===== src/rtl/core/wev_pkg.sv =====
// Shared types, widths and constants of the wheel encoder velocity filter.
package wev_pkg;

   // Geometry and field widths
   localparam int WHEELS     = 4;
   localparam int COUNT_W    = 32;
   localparam int RPT_W      = 32;
   localparam int ALPHA_W    = 17;
   localparam int MASK_W     = 4;
   localparam int ELAPSED_W  = 24;
   localparam int POS_W      = 48;
   localparam int VEL_W      = 32;
   localparam int CSR_IDX_W  = 2;
   localparam int CSR_DATA_W = 32;

   // Fixed-point constants
   localparam int FRAC_W = 16;
   localparam logic [ALPHA_W-1:0] ALPHA_ONE = ALPHA_W'(65536);

   // 1e6 / 2^16 = 15625 / 2^10: scale the tick product before dividing by elapsed_us
   localparam int SCALE_MUL_W = 14;
   localparam logic [SCALE_MUL_W-1:0] SCALE_MUL = SCALE_MUL_W'(15625);
   localparam int SCALE_SHIFT = 10;
   localparam int PROD_W      = COUNT_W + RPT_W;
   localparam int SCALED_W    = PROD_W + SCALE_MUL_W;
   localparam int DVD_W       = SCALED_W - SCALE_SHIFT - 1;

   // Divider: one quotient bit per cycle
   localparam int DIV_STEPS = DVD_W;
   localparam int STEP_W    = $clog2(DIV_STEPS);

   // Register indexes
   localparam logic [CSR_IDX_W-1:0] CSR_RAD_PER_TICK = CSR_IDX_W'(0);
   localparam logic [CSR_IDX_W-1:0] CSR_FILTER_ALPHA = CSR_IDX_W'(1);
   localparam logic [CSR_IDX_W-1:0] CSR_INVERT_MASK  = CSR_IDX_W'(2);

   // Register reset values
   localparam logic [RPT_W-1:0]   RPT_RESET   = RPT_W'(6588397);
   localparam logic [ALPHA_W-1:0] ALPHA_RESET = ALPHA_W'(32768);
   localparam logic [MASK_W-1:0]  MASK_RESET  = MASK_W'(2);

   // Sequencer states
   typedef enum logic [3:0] {
      ST_IDLE,
      ST_DELTA,
      ST_MUL,
      ST_SCALE,
      ST_DIV,
      ST_SAT,
      ST_MIX,
      ST_UPD,
      ST_POS
   } state_type;

   // Step strobes from the sequencer to every lane
   typedef struct packed {
      logic capture;
      logic delta;
      logic mul;
      logic scale;
      logic div;
      logic sat;
      logic mix;
      logic upd;
   } ctl_type;

endpackage


===== src/rtl/core/wev_ctrl.sv =====
// Sequencer that steps all lanes together through one sample.
module wev_ctrl (
   input  logic             clock,
   input  logic             reset,
   input  logic             req_valid,
   input  logic             sample,
   input  logic             out_free,
   output logic             req_stall,
   output logic             out_load,
   output wev_pkg::ctl_type ctl
);

   localparam logic [wev_pkg::STEP_W-1:0] DIV_LAST = wev_pkg::STEP_W'(wev_pkg::DIV_STEPS - 1);

   wev_pkg::state_type state_ff, state_in;
   logic [wev_pkg::STEP_W-1:0] step_ff, step_in;

   // State and divide counter
   always_ff @(posedge clock) begin
      if (reset) begin
         state_ff <= wev_pkg::ST_IDLE;
         step_ff  <= '0;
      end else begin
         state_ff <= state_in;
         step_ff  <= step_in;
      end
   end

   // Next state and step strobes
   always_comb begin
      state_in  = state_ff;
      step_in   = step_ff;
      ctl       = '0;
      out_load  = 1'b0;
      req_stall = 1'b1;
      unique case (state_ff)
         wev_pkg::ST_IDLE: begin
            req_stall = 1'b0;
            if (req_valid) begin
               ctl.capture = 1'b1;
               state_in    = sample ? wev_pkg::ST_DELTA : wev_pkg::ST_POS;
            end
         end
         wev_pkg::ST_DELTA: begin
            ctl.delta = 1'b1;
            state_in  = wev_pkg::ST_MUL;
         end
         wev_pkg::ST_MUL: begin
            ctl.mul  = 1'b1;
            state_in = wev_pkg::ST_SCALE;
         end
         wev_pkg::ST_SCALE: begin
            ctl.scale = 1'b1;
            step_in   = '0;
            state_in  = wev_pkg::ST_DIV;
         end
         wev_pkg::ST_DIV: begin
            ctl.div = 1'b1;
            step_in = step_ff + 1'b1;
            if (step_ff == DIV_LAST) begin
               state_in = wev_pkg::ST_SAT;
            end
         end
         wev_pkg::ST_SAT: begin
            ctl.sat  = 1'b1;
            state_in = wev_pkg::ST_MIX;
         end
         wev_pkg::ST_MIX: begin
            ctl.mix  = 1'b1;
            state_in = wev_pkg::ST_UPD;
         end
         wev_pkg::ST_UPD: begin
            ctl.upd  = 1'b1;
            state_in = wev_pkg::ST_POS;
         end
         wev_pkg::ST_POS: begin
            // Hold until the result register is free
            if (out_free) begin
               out_load = 1'b1;
               state_in = wev_pkg::ST_IDLE;
            end
         end
         default: begin
            state_in = wev_pkg::ST_IDLE;
         end
      endcase
   end

endmodule


===== config.mk =====
export PLATFORM = sky130hd
export DESIGN_NAME = wev_ctrl
export DESIGN_NICKNAME = d
export VERILOG_FILES = /design/src/rtl/core/wev_pkg.sv /design/src/rtl/core/wev_ctrl.sv
export SDC_FILE = /design/constraint.sdc
export NUM_CORES = 1
export LEC_CHECK = 0
export ABC_CLOCK_PERIOD_IN_PS = 1800
export BUFFER_PORTS_ARGS = -buffer_cell sky130_fd_sc_hd__buf_4
export CAP_MARGIN = 20
export CORE_MARGIN = 2
export CORE_UTILIZATION = 40
export DETAILED_ROUTE_END_ITERATION = 7
export PLACE_DENSITY = 0.66
export SLEW_MARGIN = 5
export SYNTH_ARGS = -nofsm -noshare
export SYNTH_HDL_FRONTEND = slang
export SYNTH_SLANG_ARGS = --single-unit

===== constraint.sdc =====
create_clock -name clock -period 1.8 [get_ports clock]
set_clock_uncertainty 0.2 [all_clocks]
set_input_delay 0.09 -clock clock [delete_from_list [all_inputs] [get_ports clock]]
set_output_delay 0.09 -clock clock [all_outputs]
set_load 0.1 [all_outputs]

# == After elaboration in Yosys (flattened, before gate mapping) ==
# Cells that the tools add are included.
# classes
n_mux,18
reduce_logical,3
add_sub_neg,1
n_eq_ne,12
# ops
cell,n
$pmux W4 S9,1
$eq A4 B3 Y1 const B,4
$mux W4,4
$pmux W7 S2,1
$mux W1,12
$eq A4 B2 Y1 const B,2
$add A7 B1 Y7 const B,1
$eq A7 B7 Y1 const B,1
$ne A2 B2 Y1 const B,3
$eq A4 B1 Y1 const B,1
$eq A4 B4 Y1 const B,1
$logic_not A4 Y1,1
$reduce_and A3 Y1,1
$reduce_bool A2 Y1,1
# word_totals
reg_bits,11
in_bits,5
output_inout_bits,10
word_cells,36

# == Logic depth before layout (Yosys ltp) ==
# depth
ltp_word,3
mapped_depth,5

# == Least setup slack after synthesis ==
# OpenSTA, ideal clock, no wires.
# synth_path
kind,register to output
startpoint,register state_ff[2]
endpoint,output port out_load
n_path_buf,1
required_ns,1.510
path_stages_with_launch,3
arrival_time_ns,3.470
slack_ns,-1.960
cell_sequence,dfxtp_1 > clkbuf_1 > nor4_1
# synth_via
elab_chain_cells,2
# synth_lines
element,line_no,text
start: declaration,wev_ctrl.sv:15,"wev_pkg::state_type state_ff, state_in;"
start signal: assignment,wev_ctrl.sv:21,state_ff <= wev_pkg::ST_IDLE;
start signal: assignment,wev_ctrl.sv:24,state_ff <= state_in;
$eq A4 B4 Y1,wev_ctrl.sv:36,unique case (state_ff)
$mux W1,wev_ctrl.sv:36,
end: declaration,wev_ctrl.sv:9,"output logic out_load,"
# Every way passes these cells.

# == Worst setup path after layout ==
# layout_path
startpoint,register state_ff[0]
endpoint,register step_ff[5] in the netlist's numbering
# layout_via
elab_chain_cells,2
word_cells_on_any_way,4
classes_between,eq/ne: 2; mux: 1; reduce/logical: 1
# layout_lines
element,line_no,text
$eq A4 B3 Y1 / $eq A4 B2 Y1 (equally long branches),wev_ctrl.sv:36,
$pmux W7 S2 / $reduce_bool A2 Y1 (equally long branches),n/a,
end signal: assignment,wev_ctrl.sv:25,step_ff <= step_in;
end: declaration,wev_ctrl.sv:16,"logic [wev_pkg::STEP_W-1:0] step_ff, step_in;"
# Several ways; a longest one is shown, not always the timed one.
# A chain may end at the register's enable or synchronous reset.

==> impl_metrics.py <==
metrics = {
    "cells_and_area": {
        "final_cell_area_um2": 1020,
        "syn2layout_area_growth_pct": 56.2,
        "drive_above_1_share_pct": 38.0,
        "fin_cells": 124,
        "fillers": 137,
        "nets": 116,
        "final_util_pct": 66.8,
        "diodes": 0,
    },
    "route": {
        "drcViolationCount": 0,
        "via_per_inst": 5.56,
        "wl_per_cell_um": 12.9,
        "drt-pass1-iter-count": 4,
        "ant_nets": 0,
        "routed_wirelength_um": 1600,
        "num_vias": 690,
        "drt_iter0_drc": 16,
    },
    "sta": {
        "max_freq_mhz": 566,
        "finalSetupTns_ns": 0,
        "relSlewSlack_pct": 81.4,
        "setup_viol": 0,
        "fin_crit_sh_pct": 98.2,
        "rsz0062_at_grt": "true",
        "worstMarginPinSlew_ns": 0.281,
        "setup_slack_ns": 0.0319,
        "min_period_ns": 1.77,
        "slew_viol_final": 0,
        "hold_viol": 0,
    },
    "logic_synthesis": {
        "yosysMostFrequentCell": "nor2_1",
        "synthTopCellsByCount": "14 x nor2_1, 11 x dfxtp_1, 6 x nor3_1",
        "avgSynthCellArea_um2": 7.67,
        "synth_fa_ha_area_share_pct": 3.84,
        "yosysWarnings": 0,
        "synth_top_family_by_area": "simple AND/OR/NAND/NOR gates",
        "synth_cell_types": 31,
        "netlist_top_cells_area": "dfxtp_1 34%, nor2_1 8.1%, nor3_1 4.6%",
        "async_flop_share_pct": 0,
        "post_synth_and_or_nand_nor_area_fraction_pct": 38.6,
        "synth_top_cell_area_share_pct": 33.8,
        "synth_top_area_cell": "dfxtp_1",
        "synthMuxAreaShare_pct": 3.45,
        "synth-seq-cells": 11,
        "synth_edf_count": 0,
        "synthesis.area_um2": 652,
        "netlist_instances": 85,
        "synth_ff_type": "dfxtp_1",
        "syn_nets": 92,
        "synth_compound_area_share_pct": 14.8,
        "yosysSeqAreaShare_pct": 33.8,
        "synth_xor_area_share_pct": 1.34,
    },
    "setup_path": {
        "crit_slowest_cell": "or4b_4",
        "arrival_ns": 1.79,
        "required_ns": 1.82,
        "cpPeakStageDelay_ns": 0.60,
        "crit_fanout": 7,
        "cp-end-kind": "flop",
        "worstPathBufferInverterCount": 1,
        "path_cells": "or4b_4 -> clkinv_8 -> nand4_1 -> mux2_4 -> nor2_4",
        "worst-setup-path-type": "flop to flop",
        "crit_family": "simple AND/OR/NAND/NOR gates",
        "critPathLaunchType": "flop",
    },
    "placement": {
        "place_ws_ns": 0.0428,
        "place_congestion": 0.800,
        "placed_area_um2": 882,
        "place_hpwl_um": 1180,
        "dp.cells": 115,
        "portBuffers": 14,
    },
    "worst_hold_path": {
        "hold_path_class": "primary input to flop",
    },
    "floorplan": {
        "core_um2": 1520,
        "io_pins": 15,
        "die-height_um": 44.4,
        "start_util_pct": 42.8,
        "std_cell_rows": 14,
        "dieArea_um2": 1970,
        "chipWidth_um": 44.4,
    },
    "cts": {
        "clk_latency_ns": 0.27,
        "cts_max_level": 1,
        "cts_buffers": 3,
        "cts_tree": "built",
        "cts.sink_count": 11,
        "clockRootBuffer": "clkbuf_4",
        "cts_buffer_depth": 2,
        "clk_pin_slew_worst_paths_ns": 0.07,
    },
    "power": {
        "p_per_area_nw_per_um2": 802,
        "peakVddDrop_uv": 531,
        "p_leak_nw": 0.388,
    },
    "global_routing": {
        "antenna_found_initial": 0,
        "overflow": 0,
        "grt_pass1_wl_um": 2730,
        "grt_max_degree": 14,
        "track_usage_pct": 18.8,
        "grt_pass1_vias": 628,
    },
    "outcome": {
        "status": "complete, no violations",
    },
    "flow_run": {
        "maxCapViolations": 0,
    },
}
==> final timing paths <==
check	start	to	slack, ns	cells after the start
worst max-delay path	state_ff[0]	step_ff[5]	0.03	5
worst min-delay path	req_valid	state_ff[3]	0.06	5
worst max register to register	state_ff[0]	step_ff[5]	0.03	5
worst min register to register	step_ff[4]	step_ff[4]	0.33	1
==> sequential cells by signal (all words and copies together), names as in the netlist <==
name	count
state_ff	4
step_ff	7
==> worst min-delay path, cell delays in order <==
cell	delay [ns]
buf_4	0.08
nand2b_1	0.04
nand3_1	0.09
or3b_2	0.11
o31ai_1	0.05
==> layout by cell type, fill, tap and decap left out, types with 2 or more instances in the layout <==
master	n
buf_4	12
nor2_1	10
dfxtp_1	10
buf_6	7
nor2_4	4
a21oi_1	4
nand2b_1	3
nor3_4	3
nand2_1	3
and3_1	3
o31ai_1	3
nor4_1	3
nor3_1	3
nand3_1	3
clkbuf_4	3
nand4_1	2
o21ai_0	2
ha_1	2
dlygate4sd3_1	2
buf_8	2
==> cell type report <==
cell class              instances  area [µm²]  share of cell area (%)
inverters                       2        20.0                    1.97
repair buffers                 24         239                    23.5
well taps                      16        20.0                    1.97
multi-input cells              67         492                    48.3
flip-flops and latches         11         221                    21.7
clock buffers                   4        26.3                    2.58
==> kinds of logic after synthesis <==
family | after synthesis
xor gates and xnor gates | 1
muxes | 2
DFF | 11
buffers and inverters | 7
AOI/OAI and AO/OA | 15
adders and majority gates | 2
and+or+nand+nor | 47
==> report_power, final <==
group          switching [mW]  internal (mW)
Sequential            0.00718          0.254
Clock                  0.0830         0.0860
Combinational           0.269          0.117
==> metrics by stage <==
step | hold WS [ns] | total power, mW
5_1_grt | 0.0988 | 0.852
3_5_place_dp | 0.127 | 0.617
2_1_floorplan | 0.0997 | 0.546
4_1_cts | 0.0593 | 0.793
6_report | 0.0564 | 0.817
3_3_place_gp | 0.126 | 0.614
==> what timing repair did <==
item,in CTS,in global routing
pin swaps,0,1
gates resized for setup,7,8
buffers inserted,0,3
hold buffers,2,0
hold endpoints to repair,11,0
endpoints found under the setup margin,5,10
cloned,0,0
==> layer usage <==
metal | vias up | wire [µm] | global-route usage, % | share of wire [%]
li1 | 361 | - | - | -
met1 | 317 | 782 | 26.0 | 49
met2 | 12 | 754 | 27.1 | 47
met3 | 0 | 66 | 7.35 | 4.1
met4 | 0 | 0 | 5.45 | 0
met5 | - | 0 | 0 | 0
No activity file was read; power rests on OpenSTA's default activity.
